## src/spq_pkg.sv

```systemverilog
// Shared constants, status codes and the stored entry type for the sorted priority queue.
// Used by the channel interfaces and every module of the block; depends on nothing.
`timescale 1ns / 1ps

package spq_pkg;

	localparam int VALUE_W      = 32;
	localparam int PRIO_W       = 16;
	localparam int STATUS_W     = 2;
	localparam int CAPACITY_DEF = 16;

	localparam logic KIND_ENQ = 1'b0;
	localparam logic KIND_DEQ = 1'b1;

	localparam logic [STATUS_W-1:0] ST_OK    = 2'd0;
	localparam logic [STATUS_W-1:0] ST_UNDER = 2'd1;
	localparam logic [STATUS_W-1:0] ST_OVER  = 2'd2;

	typedef struct packed {
		logic signed [VALUE_W-1:0] value;
		logic signed [PRIO_W-1:0]  prio;
	} spq_entry_t;

endpackage

```

## src/spq_if.sv

```systemverilog
// Request and response channel interfaces of the sorted priority queue.
// Depends on spq_pkg for field widths and the default capacity.
`timescale 1ns / 1ps

interface spq_req_if;
	logic                                 valid;
	logic                                 ready;
	logic                                 kind;
	logic signed [spq_pkg::VALUE_W-1:0]   value_in;
	logic signed [spq_pkg::PRIO_W-1:0]    priority_in;

	modport source (output valid, kind, value_in, priority_in, input ready);
	modport sink   (input valid, kind, value_in, priority_in, output ready);
endinterface

interface spq_rsp_if #(
	parameter int CAPACITY = spq_pkg::CAPACITY_DEF
);
	localparam int OCC_W = $clog2(CAPACITY + 1);

	logic                                 valid;
	logic                                 ready;
	logic signed [spq_pkg::VALUE_W-1:0]   value_out;
	logic [spq_pkg::STATUS_W-1:0]         status;
	logic [OCC_W-1:0]                     occupancy;

	modport source (output valid, value_out, status, occupancy, input ready);
	modport sink   (input valid, value_out, status, occupancy, output ready);
endinterface

```

## src/spq_store.sv

```systemverilog
// Entry storage of the sorted priority queue: one write port, one read port, registered read.
// Depends on spq_pkg for the entry type.
`timescale 1ns / 1ps

module spq_store #(
	parameter int CAPACITY = spq_pkg::CAPACITY_DEF,
	localparam int IDX_W   = $clog2(CAPACITY)
) (
	input  logic                clk,
	input  logic                wr_en,
	input  logic [IDX_W-1:0]    wr_addr,
	input  spq_pkg::spq_entry_t wr_data,
	input  logic                rd_en,
	input  logic [IDX_W-1:0]    rd_addr,
	output spq_pkg::spq_entry_t rd_data
);

	spq_pkg::spq_entry_t mem_q [CAPACITY];
	spq_pkg::spq_entry_t rd_data_q;

	always_ff @(posedge clk) begin
		if (wr_en) begin
			mem_q[wr_addr] <= wr_data;
		end
		if (rd_en) begin
			rd_data_q <= mem_q[rd_addr];
		end
	end

	assign rd_data = rd_data_q;

endmodule

```

## src/spq_seq.sv

```systemverilog
// Sequencer of the sorted priority queue: walks the stored list one slot at a time
// through the single priority comparator and owns the response register.
// Depends on spq_pkg and the channel interfaces in spq_if.sv.
`timescale 1ns / 1ps

module spq_seq #(
	parameter int CAPACITY = spq_pkg::CAPACITY_DEF,
	localparam int IDX_W   = $clog2(CAPACITY),
	localparam int CNT_W   = $clog2(CAPACITY + 1)
) (
	input  logic                clk,
	input  logic                arst_n,
	spq_req_if.sink             req,
	spq_rsp_if.source           rsp,
	output logic                wr_en,
	output logic [IDX_W-1:0]    wr_addr,
	output spq_pkg::spq_entry_t wr_data,
	output logic                rd_en,
	output logic [IDX_W-1:0]    rd_addr,
	input  spq_pkg::spq_entry_t rd_data
);

	localparam logic [2:0] S_IDLE  = 3'd0;
	localparam logic [2:0] S_EWALK = 3'd1;
	localparam logic [2:0] S_ECMP  = 3'd2;
	localparam logic [2:0] S_DREAD = 3'd3;
	localparam logic [2:0] S_DWALK = 3'd4;
	localparam logic [2:0] S_DMOVE = 3'd5;
	localparam logic [2:0] S_RESP  = 3'd6;

	localparam logic [CNT_W-1:0] CAP_CNT = CNT_W'(CAPACITY);

	logic [2:0]                          state_q;
	logic [CNT_W-1:0]                    count_q;
	logic [IDX_W-1:0]                    idx_q;
	spq_pkg::spq_entry_t                 new_q;
	logic signed [spq_pkg::VALUE_W-1:0]  res_value_q;
	logic [spq_pkg::STATUS_W-1:0]        res_status_q;
	logic                                rsp_valid_q;
	logic signed [spq_pkg::VALUE_W-1:0]  rsp_value_q;
	logic [spq_pkg::STATUS_W-1:0]        rsp_status_q;
	logic [CNT_W-1:0]                    rsp_occ_q;

	logic             accept;
	logic             load;
	logic             greater;
	logic [CNT_W-1:0] idx_next_cnt;
	logic             shift_done;

	assign req.ready     = (state_q == S_IDLE);
	assign accept        = req.valid && req.ready;
	assign load          = (state_q == S_RESP) && (!rsp_valid_q || rsp.ready);
	assign greater       = (rd_data.prio > new_q.prio);
	assign idx_next_cnt  = CNT_W'(idx_q) + CNT_W'(1);
	assign shift_done    = (idx_next_cnt >= count_q);

	assign rsp.valid     = rsp_valid_q;
	assign rsp.value_out = rsp_value_q;
	assign rsp.status    = rsp_status_q;
	assign rsp.occupancy = rsp_occ_q;

	always_comb begin
		wr_en   = 1'b0;
		wr_addr = idx_q;
		wr_data = new_q;
		rd_en   = 1'b0;
		rd_addr = idx_q;
		case (state_q)
			S_IDLE: begin
				if (accept && req.kind == spq_pkg::KIND_DEQ && count_q != '0) begin
					rd_en   = 1'b1;
					rd_addr = '0;
				end
			end
			S_EWALK: begin
				if (idx_q == '0) begin
					wr_en = 1'b1;
				end else begin
					rd_en   = 1'b1;
					rd_addr = idx_q - IDX_W'(1);
				end
			end
			S_ECMP: begin
				wr_en   = 1'b1;
				wr_data = greater ? rd_data : new_q;
			end
			S_DWALK: begin
				if (!shift_done) begin
					rd_en   = 1'b1;
					rd_addr = idx_q + IDX_W'(1);
				end
			end
			S_DMOVE: begin
				wr_en   = 1'b1;
				wr_data = rd_data;
			end
			default: begin
			end
		endcase
	end

	always_ff @(posedge clk or negedge arst_n) begin
		if (!arst_n) begin
			state_q      <= S_IDLE;
			count_q      <= '0;
			idx_q        <= '0;
			new_q        <= '0;
			res_value_q  <= '0;
			res_status_q <= spq_pkg::ST_OK;
			rsp_valid_q  <= 1'b0;
			rsp_value_q  <= '0;
			rsp_status_q <= spq_pkg::ST_OK;
			rsp_occ_q    <= '0;
		end else begin
			case (state_q)
				S_IDLE: begin
					if (accept) begin
						res_value_q  <= '0;
						res_status_q <= spq_pkg::ST_OK;
						if (req.kind == spq_pkg::KIND_ENQ) begin
							if (count_q == CAP_CNT) begin
								res_status_q <= spq_pkg::ST_OVER;
								state_q      <= S_RESP;
							end else begin
								new_q   <= '{value: req.value_in, prio: req.priority_in};
								idx_q   <= IDX_W'(count_q);
								state_q <= S_EWALK;
							end
						end else begin
							if (count_q == '0) begin
								res_status_q <= spq_pkg::ST_UNDER;
								state_q      <= S_RESP;
							end else begin
								idx_q   <= '0;
								state_q <= S_DREAD;
							end
						end
					end
				end
				S_EWALK: begin
					if (idx_q == '0) begin
						count_q <= count_q + CNT_W'(1);
						state_q <= S_RESP;
					end else begin
						state_q <= S_ECMP;
					end
				end
				S_ECMP: begin
					if (greater) begin
						idx_q   <= idx_q - IDX_W'(1);
						state_q <= S_EWALK;
					end else begin
						count_q <= count_q + CNT_W'(1);
						state_q <= S_RESP;
					end
				end
				S_DREAD: begin
					res_value_q <= rd_data.value;
					state_q     <= S_DWALK;
				end
				S_DWALK: begin
					if (shift_done) begin
						count_q <= count_q - CNT_W'(1);
						state_q <= S_RESP;
					end else begin
						state_q <= S_DMOVE;
					end
				end
				S_DMOVE: begin
					idx_q   <= idx_q + IDX_W'(1);
					state_q <= S_DWALK;
				end
				S_RESP: begin
					if (load) begin
						state_q <= S_IDLE;
					end
				end
				default: begin
					state_q <= S_IDLE;
				end
			endcase

			if (load) begin
				rsp_valid_q  <= 1'b1;
				rsp_value_q  <= res_value_q;
				rsp_status_q <= res_status_q;
				rsp_occ_q    <= count_q;
			end else if (rsp.ready) begin
				rsp_valid_q <= 1'b0;
			end
		end
	end

`ifndef SYNTHESIS
	a_busy_after_beat: assert property (@(posedge clk) disable iff (!arst_n)
		accept |=> state_q != S_IDLE)
		else $error("request beat accepted but sequencer stayed idle");

	a_count_bound: assert property (@(posedge clk) disable iff (!arst_n)
		count_q <= CAP_CNT)
		else $error("entry count above capacity");

	a_over_when_full: assert property (@(posedge clk) disable iff (!arst_n)
		(load && res_status_q == spq_pkg::ST_OVER) |-> count_q == CAP_CNT)
		else $error("overflow reported on a queue that is not full");

	a_under_when_empty: assert property (@(posedge clk) disable iff (!arst_n)
		(load && res_status_q == spq_pkg::ST_UNDER) |-> count_q == '0)
		else $error("underflow reported on a queue that is not empty");

	a_write_in_range: assert property (@(posedge clk) disable iff (!arst_n)
		wr_en |-> CNT_W'(wr_addr) <= count_q)
		else $error("store write beyond the filled part of the list");
`endif

endmodule

```

## src/sorted_priority_queue_top.sv

```systemverilog
// Sorted priority queue with a fixed capacity: enqueue inserts by priority, FIFO among ties,
// dequeue returns the front word. Depends on spq_pkg, spq_if.sv, spq_store and spq_seq.
//
// Each request beat yields one response beat. The block takes one request at a time; the
// sequencer walks the entry store (one read port, one write port) through one comparator,
// one slot at a time. An enqueue walks from the back past every stored entry of higher
// priority value; a dequeue reads the front word and moves each remaining entry down one
// slot; an overflow or underflow goes straight to the response. A waiting response does not
// hold up the walk.
`timescale 1ns / 1ps

module sorted_priority_queue_top #(
	parameter int CAPACITY = spq_pkg::CAPACITY_DEF
) (
	input  logic      clk,
	input  logic      arst_n,
	spq_req_if.sink   req,
	spq_rsp_if.source rsp
);

	localparam int IDX_W = $clog2(CAPACITY);

	logic                wr_en;
	logic [IDX_W-1:0]    wr_addr;
	spq_pkg::spq_entry_t wr_data;
	logic                rd_en;
	logic [IDX_W-1:0]    rd_addr;
	spq_pkg::spq_entry_t rd_data;

	spq_store #(
		.CAPACITY (CAPACITY)
	) u_store (
		.clk     (clk),
		.wr_en   (wr_en),
		.wr_addr (wr_addr),
		.wr_data (wr_data),
		.rd_en   (rd_en),
		.rd_addr (rd_addr),
		.rd_data (rd_data)
	);

	spq_seq #(
		.CAPACITY (CAPACITY)
	) u_seq (
		.clk     (clk),
		.arst_n  (arst_n),
		.req     (req),
		.rsp     (rsp),
		.wr_en   (wr_en),
		.wr_addr (wr_addr),
		.wr_data (wr_data),
		.rd_en   (rd_en),
		.rd_addr (rd_addr),
		.rd_data (rd_data)
	);

endmodule
```

## src/flat_wrapper.sv

```systemverilog
// flat-port wrapper written by rule: the top's interface ports become plain ports
module sorted_priority_queue_top_flat 
#(
	parameter int CAPACITY = spq_pkg::CAPACITY_DEF
)
  (clk, arst_n, req_valid, req_kind, req_value_in, req_priority_in, req_ready, rsp_valid, rsp_value_out, rsp_status, rsp_occupancy, rsp_ready);
  spq_req_if req_i ();
  spq_rsp_if #(.CAPACITY(CAPACITY)) rsp_i ();
  input  logic clk;
  input  logic arst_n;
  input wire logic [$bits(req_i.valid)-1:0] req_valid;
  input wire logic [$bits(req_i.kind)-1:0] req_kind;
  input wire logic [$bits(req_i.value_in)-1:0] req_value_in;
  input wire logic [$bits(req_i.priority_in)-1:0] req_priority_in;
  output wire logic [$bits(req_i.ready)-1:0] req_ready;
  output wire logic [$bits(rsp_i.valid)-1:0] rsp_valid;
  output wire logic [$bits(rsp_i.value_out)-1:0] rsp_value_out;
  output wire logic [$bits(rsp_i.status)-1:0] rsp_status;
  output wire logic [$bits(rsp_i.occupancy)-1:0] rsp_occupancy;
  input wire logic [$bits(rsp_i.ready)-1:0] rsp_ready;
  assign req_i.valid = req_valid;
  assign req_i.kind = req_kind;
  assign req_i.value_in = req_value_in;
  assign req_i.priority_in = req_priority_in;
  assign req_ready = req_i.ready;
  assign rsp_valid = rsp_i.valid;
  assign rsp_value_out = rsp_i.value_out;
  assign rsp_status = rsp_i.status;
  assign rsp_occupancy = rsp_i.occupancy;
  assign rsp_i.ready = rsp_ready;
  sorted_priority_queue_top #(.CAPACITY(CAPACITY)) u_core (.clk(clk), .arst_n(arst_n), .req(req_i), .rsp(rsp_i));
endmodule
```

## config.mk

```make
export PLATFORM = sky130hd
export DESIGN_NAME = sorted_priority_queue_top_flat
export DESIGN_NICKNAME = d
export VERILOG_FILES = /design/src/spq_pkg.sv /design/src/spq_if.sv /design/src/spq_store.sv /design/src/spq_seq.sv /design/src/sorted_priority_queue_top.sv /design/src/flat_wrapper.sv
export SDC_FILE = /design/constraint.sdc
export NUM_CORES = 1
export LEC_CHECK = 0
export ABC_AREA = 1
export BUFFER_PORTS_ARGS = -buffer_cell sky130_fd_sc_hd__buf_2
export CORE_ASPECT_RATIO = 1.75
export CORE_MARGIN = 2
export CORE_UTILIZATION = 35
export DETAILED_ROUTE_END_ITERATION = 7
export PLACE_DENSITY_LB_ADDON = 0.3
export SLEW_MARGIN = 40
export SYNTH_ARGS = -nofsm -noshare
export SYNTH_HDL_FRONTEND = slang
export SYNTH_SLANG_ARGS = --single-unit
export TNS_END_PERCENT = 1
```

## constraint.sdc

```tcl
create_clock -name clk -period 4.7 [get_ports clk]
set_clock_uncertainty 0.05 [all_clocks]
set_input_delay 0.705 -clock clk [delete_from_list [all_inputs] [get_ports clk]]
set_output_delay 0.705 -clock clk [all_outputs]
set_load 0.05 [all_outputs]
```

# Word level (Yosys, flattened, before mapping)
# Memories as Yosys holds them, arrays and structs flattened. A register that Yosys moved wholly into a read port is not among the register bits.
# Cells that the tools add are included.
# Widths: inputs -> output; s select.
# totals
ff_bits,134
ram_bits,768
in_bits,53
out_inout_bits,41
elab_cells,98
memories,1
# memory_table
name,words,width,rd,rd_ports_with_merged_regs,wr,line,rtl
u_core.u_store.mem_q,16,48,1,1,1,spq_store.sv:18,spq_pkg::spq_entry_t mem_q [CAPACITY];
# op_classes
n_addsub,5
order_cmp,2
eq_ne,15
mux,40
bitwise,2
reduce_logical,22
# op_table
operator,count
$pmux 48 s2,1
$pmux 32 s2,1
$mux 48,1
$mux 32,1
$mux 4,8
$pmux 4 s3,2
$mux 3,7
$pmux 3 s6,1
$gt 16x16->1,1
$mux 5,3
$pmux 5 s3,1
$ne 2x2->1 const B,5
$eq 3x3->1 const B,3
$mux 1,9
$reduce_and 4->1,2
$eq 3x2->1 const B,2
$mux 2,3
$ne 3x3->1 const B,2
$reduce_and 2->1,3
$reduce_bool 3->1,2
$add 4x1->5 const B,1
$add 5x1->5 const B,1
$eq 5x5->1 const B,1
$ge 5x5->1,1
18 further kinds,24

# Depth between registers and ports, before layout
# Gate-level depths: netlist of run 1.
# logic_depth
ltp_word,6
mapped_depth,20
mapped_depth_nobuf,17

# By module
# Synthesis of run 1 repeated with hierarchy kept, for this count alone.
# hier_totals
hier_cells,3937
area_unflattened_um2,41292.1
# modules_own_cells
mod,n_inst,cells_per_inst,area_per_inst_um2
spq_store,1,3165,34469.3
spq_seq,1,772,6822.8

# Worst setup path before layout of run 1
# OpenSTA, ideal clock, no wires.
# synth_path
path_type,flip-flop to flip-flop
start,register u_core.u_seq.state_q[2]
end,memory u_core.u_store.mem_q[10][0] in the netlist's numbering (enable)
setup_ns,0.454
arrival_time_ns,3.239
setup_slack_ns,0.957
stages_incl_launch_ff,10
path_buffers,0
path_cell_list,dfrtp_1 > nor2_2 > nand2_1 > inv_1 > nor2_1 > inv_2 > nor2_1 > inv_1 > nand2_1 > nor2_1
# synth_via
elab_chain_len,5
# synth_rtl
item,line,rtl
from (decl),spq_seq.sv:33,logic [2:0] state_q;
from (signal assigned),spq_seq.sv:104,state_q <= S_IDLE;
from (signal assigned),spq_seq.sv:123,state_q <= S_RESP;
from (signal assigned),spq_seq.sv:127,state_q <= S_EWALK;
$eq 3x2->1 or $eq 3x3->1 (tied branches),spq_seq.sv:68,case (state_q)
$reduce_or 2->1 (no line),n/a,
$pmux 1 s2 (*),spq_seq.sv:68,
$mux 1 (*),spq_store.sv:22,if (wr_en) begin
$mux 1 (not written as such) (*),spq_store.sv:23,mem_q[wr_addr] <= wr_data;
to (decl),spq_store.sv:18,
# Every way passes the cells marked *; elsewhere a longest branch is shown, timed or not.

# Worst setup path in the final report of run 1
# layout_path
start,register u_core.u_seq.idx_q[0] (netlist: u_core.u_seq.wr_addr[0])
end,"register, netlist name u_core.u_store.rd_data[22]"
# layout_via
elab_chain_len,4
# layout_rtl
item,line,rtl
from (decl),spq_seq.sv:35,logic [IDX_W-1:0] idx_q;
from (signal assigned),spq_seq.sv:126,idx_q <= IDX_W'(count_q);
from (signal assigned),spq_seq.sv:150,idx_q <= idx_q - IDX_W'(1);
from (signal assigned),spq_seq.sv:170,idx_q <= idx_q + IDX_W'(1);
$add 4x1->5,spq_seq.sv:54,assign idx_next_cnt = CNT_W'(idx_q) + CNT_W'(1);
$ge 5x5->1,spq_seq.sv:55,assign shift_done = (idx_next_cnt >= count_q);
$mux 4 or $mux 1 (tied branches),spq_seq.sv:88,if (!shift_done) begin
$pmux 4 s3 or $pmux 1 s3 (tied branches),spq_seq.sv:68,
# Parallel ways exist; a longest one is shown, timed or not.
# A chain may end at the register's enable or synchronous reset.

==> summary.txt, run 1 <==
Timing
  • Measured slew at the worst slew-check pin: 0.826 ns
  • Worst slew margin: 44.8%
  • Unrepaired setup endpoints after global routing: false
  • Final setup fails: 0
  • Final WS setup: 0.733 ns
  • Setup TNS: 0 ns
  • Period minus WS final: 3.97 ns
  • Slew Limit Fails: 0
  • Fin. Hold Viols: 0
  • Max Clock Freq: 252 MHz
  • Tcrit/Tclk final: 84.4%
  • Hold slack: 0.195 ns

Place
  • Port buffer count: 93
  • Placed Area: 44100 um^2
  • Dpl ws: 0.785 ns
  • Post-DP HPWL: 58400 um
  • Placer congestion estimate: 0.824

Floorplanning
  • Rows: 166
  • Die X: 263 um
  • Core area: 117000 um^2
  • Die Ht: 458 um
  • Initial Utilization: 35.3%
  • Die footprint: 121000 um^2
  • Num ports: 94

Routing
  • Via count: 28000
  • DR pass1 iterations: 5
  • DRC: 0
  • DRT iter0 DRCs: 2435
  • Vias per std cell: 5.07
  • Total wire length: 112000 um
  • Routed WL per cell: 20.2 um
  • Antenna viol nets, final: 0

Global routing
  • Initial antenna violation count: 1
  • Largest net degree at the start of global routing: 166
  • First-pass GRT wire length: 169000 um
  • Grt total ovfl: 0
  • GRT Util Overall: 18.4%
  • Number of global-route vias before repair: 27500

Critical path
  • Crit path capture: u_core.u_store.rd_data[22]$_DFFE_PP_
  • Crit path kind: reg2reg
  • CP endpoint kind: flop
  • R2r setup slk: 0.73 ns
  • CP max-delay cell: dfrtp_1
  • Critical path peak fanout: 84
  • Crit path top cell by count: nand2_1
  • Worst-case reg-to-reg path depth: 15
  • Critical Path Source Type: flop
  • Worst path cell trace: inv_1 > ha_1 > ha_1 > nand2_1 > nor2_1 > nand2_1 > nand4_4 > nand4_4 > nand2_8 > buf_12 > nand2_1 > nand3_1 > nand3_1 > nand3_1 > nand2_1
  • Crit path DAT: 4.34 ns
  • CP peak stage delay: 0.51 ns
  • Crit path launch: u_core.u_seq.wr_addr[0]$_DFFE_PN0P_
  • Worst path required time: 5.07 ns
  • RR Endpoint: u_core.u_store.rd_data[22]$_DFFE_PP_
  • R2r startpoint: u_core.u_seq.wr_addr[0]$_DFFE_PN0P_

Yosys
  • Ys flop type: edfxtp_1
  • Distinct cells, synth: 37
  • Synthesis Warnings: 0
  • Yosys top cell area share: 59.4%
  • Synthesized flop and latch total: 950
  • Post-synth net total: 3957
  • Synth top area cells: edfxtp_1 59%, nand3_1 11%, dfrtp_1 8.1%
  • Synth Instances: 3874
  • EDFF count, synth: 816
  • Synthesized area: 41200 um^2
  • Fraction of the yosys area taken by sequential cells: 67.6%
  • Post-synth ARST share: 14.1%
  • Avg Inst Size Synth: 10.6 um^2
  • Largest area contributor in the netlist: edfxtp_1

Cells and area
  • Fin nets: 4019
  • Fill cell count: 11100
  • Most common cell after layout, fill and taps aside: nand3_1
  • Most frequent cells in the layout: 897 x nand3_1, 886 x nand2_1, 816 x edfxtp_1
  • Finished layout cell area: 47100 um^2
  • Area growth, synth to finish: 14.3%
  • Share of cells above drive strength 1: 10.5%

Clocking
  • Clk slew on worst S/H paths: 0.07 ns
  • Root Driver: clkbuf_16
  • Clock Path Buffers: 3
  • # hold bufs at CTS: 1
  • Resized cells post-CTS: 0
  • Clock latency at the later pin of the worst-skew pair: 0.69 ns
  • CTS buffer count: 84
  • CTS Sinks: 950
  • Htree depth: 3
  • CTS tree: built
  • Postcts setup bufs: 0

Power
  • Switch Pwr: 0.0155 W
  • Int Power: 0.0215 W
  • Sequential share of power: 35.1%
  • Logic pwr share: 44.6%
  • Leak pwr: 19.6 nW
  • Sw frac: 41.9%
  • VDD IR-drop max: 0.000834 V
  • Pwr Density: 785 nW/um^2
  • Clock share of power: 20.4%
  • Total power: 0.0370 W

Run status
  • Status: finished clean

Worst hold path
  • Worst Hold Class: in2reg

Job
  • Max Cap Viol: 0
-- worst max-delay path: cells and delay by family, from the launching register on --
family / cells / cell delay [ns]
adder cells (fa/ha/maj): 2 / 0.73
AND/OR/NAND/NOR: 11 / 1.70
flip-flops: 1 / 0.51
buffers and inverters: 2 / 0.61
-- registers in the layout, indices dropped and copies added (netlist names) --
name and count:
u_core.u_seq.count_q 5, u_core.u_seq.new_q 48, u_core.u_seq.res_status_q 2, u_core.u_seq.res_value_q 32, u_core.u_seq.rsp.occupancy 5, u_core.u_seq.rsp.status 2
u_core.u_seq.rsp.valid 1, u_core.u_seq.rsp.value_out 32, u_core.u_seq.state_q 3, u_core.u_seq.wr_addr 4, u_core.u_store.mem_q 768, u_core.u_store.rd_data 48
-- routing by layer --
layer	track usage, %	wire length [um]
met1	23.2	46200
met3	2.29	5900
met4	5.99	3200
met2	32.7	56300
met5	0	0
-- worst min-delay path by stage --
| stage | cells past startpoint | slack, ns | end | start |
|---|---|---|---|---|
| 2_1_floorplan | 0 | 0.36 | u_core.u_seq.count_q[0]$_DFFE_PN0P_ | arst_n |
| 3_3_place_gp | 2 | 0.41 | u_core.u_seq.rsp.value_out[17]$_DFFE_PN0P_ | u_core.u_seq.rsp.value_out[17]$_DFFE_PN0P_ |
| 3_5_place_dp | 2 | 0.42 | u_core.u_seq.rsp.value_out[31]$_DFFE_PN0P_ | u_core.u_seq.rsp.value_out[31]$_DFFE_PN0P_ |
| 4_1_cts | 2 | 0.14 | u_core.u_seq.new_q[35]$_DFFE_PN0P_ | req_value_in[19] |
| 5_1_grt | 2 | 0.18 | u_core.u_seq.new_q[34]$_DFFE_PN0P_ | req_value_in[18] |
| 6_report | 2 | 0.20 | u_core.u_seq.new_q[35]$_DFFE_PN0P_ | req_value_in[19] |
-- cells in the mapped netlist (2+ instances only) --
library cell / count
nor2_4: 2
nand3b_1: 47
mux2_2: 33
edfxtp_1: 816
clkbuf_1: 77
o21ai_0: 85
xnor2_1: 3
a221oi_1: 2
buf_2: 136
buf_4: 2
nand2_1: 890
dfrtp_1: 134
nand3_1: 899
nand2_2: 4
a21oi_1: 27
nand4_1: 4
inv_1: 551
nor2_1: 53
nor3_1: 4
o22ai_1: 35
ha_1: 29
a31oi_1: 2
inv_2: 5
xor2_1: 5
buf_1: 15
o21ai_1: 2
nor2_2: 2
-- power groups by stage --
stage	clock network [W]	logic (W)	registers, W
floorplan	0	0.0108	0.0133
global placement	0	0.0164	0.0131
detailed placement	0	0.0165	0.0131
CTS	0.00768	0.0166	0.0130
global route	0.00795	0.0183	0.0131
finish	0.00753	0.0165	0.0130
-- logic make-up after synthesis --
group                    share of synthesized area (%)
AND/OR/NAND/NOR                                   20.8
flip-flops                                        67.6
buffers and inverters                             7.61
AO/OA/AOI/OAI                                     2.05
multiplexers                                     0.901
adder cells (fa/ha/maj)                          0.929
XOR/XNOR                                         0.170
-- cell type report --
class / instances / area, um^2 / area share [%]
Antenna cell: 1 / 2.50 / 0.00531
Clock inverter: 38 / 569 / 1.21
Tap cell: 1512 / 1890 / 4.01
Inverter: 556 / 2090 / 4.44
Timing Repair Buffer: 207 / 1830 / 3.87
Sequential cell: 950 / 27900 / 59.1
Multi-Input combinational cell: 2137 / 10500 / 22.2
Clock buffer: 120 / 2430 / 5.16
-- metrics by stage --
step / utilization [%] / instances
after floorplan: - / 3874
after global placement: 37.6 / 5355
after detailed placement: 37.7 / 5360
after CTS: 40.3 / 5519
after global routing: 40.3 / 5521
final: 40.3 / 5521
(Power assumes the default switching activity.)
==> run 2, diff against run 1 <==
--- a/config.mk
+++ b/config.mk
@@ -5,7 +5,7 @@
 export SDC_FILE = /design/constraint.sdc
 export NUM_CORES = 1
 export LEC_CHECK = 0
-export ABC_AREA = 1
+export ABC_AREA = 0
 export BUFFER_PORTS_ARGS = -buffer_cell sky130_fd_sc_hd__buf_2
 export CORE_ASPECT_RATIO = 1.75
 export CORE_MARGIN = 2
==> constraint.sdc (replaced) <==
create_clock -name clk -period 3.3 [get_ports clk]
set_clock_uncertainty 0.05 [all_clocks]
set_input_delay 0.495 -clock clk [delete_from_list [all_inputs] [get_ports clk]]
set_output_delay 0.495 -clock clk [all_outputs]
set_load 0.05 [all_outputs]
==> summary.txt, run 2 <==
Routing
  • DR pass1 iterations: 5
  • Antenna viol nets, final: 0
  • Via count: 27000
  • DRT iter0 DRCs: 2394
  • Vias per std cell: 5.98
  • DRC: 0
  • Total wire length: 126000 um
  • Routed WL per cell: 27.9 um

Place
  • Port buffer count: 93
  • Placer congestion estimate: 0.858
  • Post-DP HPWL: 75200 um

Cells and area
  • Multi-input logic area: 12000 um^2
  • Seq. cell area: 27900 um^2
  • Share of cells above drive strength 1: 28.2%
  • Fin nets: 3025
  • Most common cell after layout, fill and taps aside: edfxtp_1
  • Fill cell count: 9901
  • Most frequent cells in the layout: 816 x edfxtp_1, 310 x a2111oi_0, 226 x inv_1
  • Area growth, synth to finish: 25.2%
  • Most flops, register: u_core.u_store.mem_q
  • Max FFs per register: 768

Yosys
  • Synthesized flop and latch total: 950
  • Ys flop type: edfxtp_1
  • Post-synth net total: 2726
  • Post-synth ARST share: 14.1%
  • Yosys top cell area share: 60.7%
  • Fraction of the yosys area taken by sequential cells: 69.0%
  • Top-count cell post-synth: edfxtp_1
  • EDFF count, synth: 816
  • Synth top area cells: edfxtp_1 61%, a2111oi_0 8.3%, dfrtp_1 8.3%
  • Synthesized area: 40400 um^2
  • Synth Instances: 2643
  • Largest area contributor in the netlist: edfxtp_1
  • Synthesis Warnings: 0
  • Avg Inst Size Synth: 15.3 um^2
  • Distinct cells, synth: 58
  • Synth top cells by count: 816 x edfxtp_1, 384 x a2111oi_0, 226 x inv_1, 210 x clkbuf_1, 196 x a221oi_1

Floorplanning
  • Num ports: 94
  • Die Ht: 453 um
  • Die footprint: 118000 um^2
  • Initial Utilization: 35.3%
  • Die X: 261 um
  • Rows: 164
  • Core area: 114000 um^2

Timing
  • Max Clock Freq: 251 MHz
  • Final WS setup: -0.682 ns
  • Setup TNS: -51.46 ns
  • Slew Limit Fails: 0
  • Worst slew margin: 46.2%
  • Unrepaired setup endpoints after global routing: true
  • Fin. Hold Viols: 0
  • Period minus WS final: 3.98 ns
  • Hold slack: 0.0354 ns
  • Tcrit/Tclk final: 121%
  • Measured slew at the worst slew-check pin: 0.787 ns
  • Final setup fails: 715

Critical path
  • Critical path peak fanout: 6
  • Crit path kind: reg2reg
  • Crit path DAT: 4.35 ns
  • Worst path required time: 3.67 ns
  • CP endpoint kind: flop
  • Critical Path Source Type: flop

Worst hold path
  • Worst Hold Class: in2reg

Global routing
  • GRT Util Overall: 21.1%
  • Largest net degree at the start of global routing: 64
  • Number of global-route vias before repair: 27800
  • First-pass GRT wire length: 184000 um
  • Initial antenna violation count: 1
  • Grt total ovfl: 0

Clocking
  • Clock Path Buffers: 3
  • CTS buffer count: 84
  • Clk slew on worst S/H paths: 0.07 ns
  • CTS Sinks: 950
  • Root Driver: clkbuf_16
  • CTS tree: built
  • Htree depth: 3
  • Clock latency at the later pin of the worst-skew pair: 0.69 ns

Run status
  • Status: complete, but fails checks
  • Violated checks: setup timing

Job
  • Max Cap Viol: 0
[run 2: per-stage QoR]
step,setup WS [ns],utilization (%),cells,instance area (um^2)
2_1_floorplan,-0.780,-,2643,40400
3_3_place_gp,-0.767,39.8,4282,45500
3_5_place_dp,-0.811,39.8,4282,45500
4_1_cts,-0.564,43.8,4503,50000
5_1_grt,-0.822,44.3,4507,50600
6_report,-0.682,44.3,4507,50600
[run 2: final timing paths]
path	end	start	depth (start not counted)	slack, ns
max in group asynchronous	u_core.u_seq.res_value_q[3]$_DFFE_PN0P_	arst_n	3	2.07
min	u_core.u_seq.new_q[12]$_DFFE_PN0P_	req_priority_in[12]	3	0.04
max	u_core.u_store.rd_data[2]$_DFFE_PP_	u_core.u_seq.wr_addr[1]$_DFFE_PN0P_	13	-0.68
max reg2reg	u_core.u_store.rd_data[2]$_DFFE_PP_	u_core.u_seq.wr_addr[1]$_DFFE_PN0P_	13	-0.68
min in group asynchronous	u_core.u_seq.new_q[0]$_DFFE_PN0P_	arst_n	2	0.23
min reg2reg	u_core.u_seq.res_value_q[7]$_DFFE_PN0P_	u_core.u_seq.res_value_q[7]$_DFFE_PN0P_	1	0.45
[run 2: cells by family (layout without fill, tap and decap cells)]
family	Yosys count	count (layout)	share of synthesized area (%)
xor gates and xnor gates	8	8	0.174
and+or+nand+nor	158	158	2.21
muxes	318	318	8.26
AOI/OAI and AO/OA	692	692	14.6
other	0	1	0
DFF	950	950	69.0
adders and majority gates	30	30	0.948
buffers and inverters	487	856	4.86
[run 2: critical path, cell delays in order (launching register included)]
cell and delay, ns:
dfrtp_1 0.41, ha_2 0.22, xor2_2 0.18, ha_1 0.33, a21o_1 0.22, a31oi_4 0.22, o211ai_1 0.20, a211o_4 0.44
buf_12 0.18, buf_8 0.15, buf_4 0.18, a221oi_2 0.28, a2111oi_1 0.10, or4_1 0.54
[run 2: per-layer routing]
layer  global-route usage, %  part of all wire (%)  vias up
li1                        -                     -    11500
met1                    24.9                    38    13900
met2                    36.5                    51     1209
met3                    3.09                   5.7      347
met4                    11.9                   5.8        0
met5                       0                     0        -
[run 2: timing repair]
action	CTS	global route
endpoints found under the hold margin	75	0
setup endpoints to repair	816	1102
hold buffers	39	0
cloned	11	0
buffers inserted	17	3
pin swaps	39	31
gates resized for setup	196	105
[run 2: layout make-up]
class                           count  share of cell area (%)
Antenna cell                        1                 0.00495
Timing Repair Buffer              473                    10.1
Inverter                          227                    1.68
Sequential cell                   950                    55.1
Clock inverter                     52                    1.18
Multi-Input combinational cell   1206                    23.8
Clock buffer                      104                    4.45
Tap cell                         1494                    3.70
Power of run 2 is left out: the tool's default activity adds up to more than one toggle a clock period on the data nets, which glitch-free logic cannot reach.
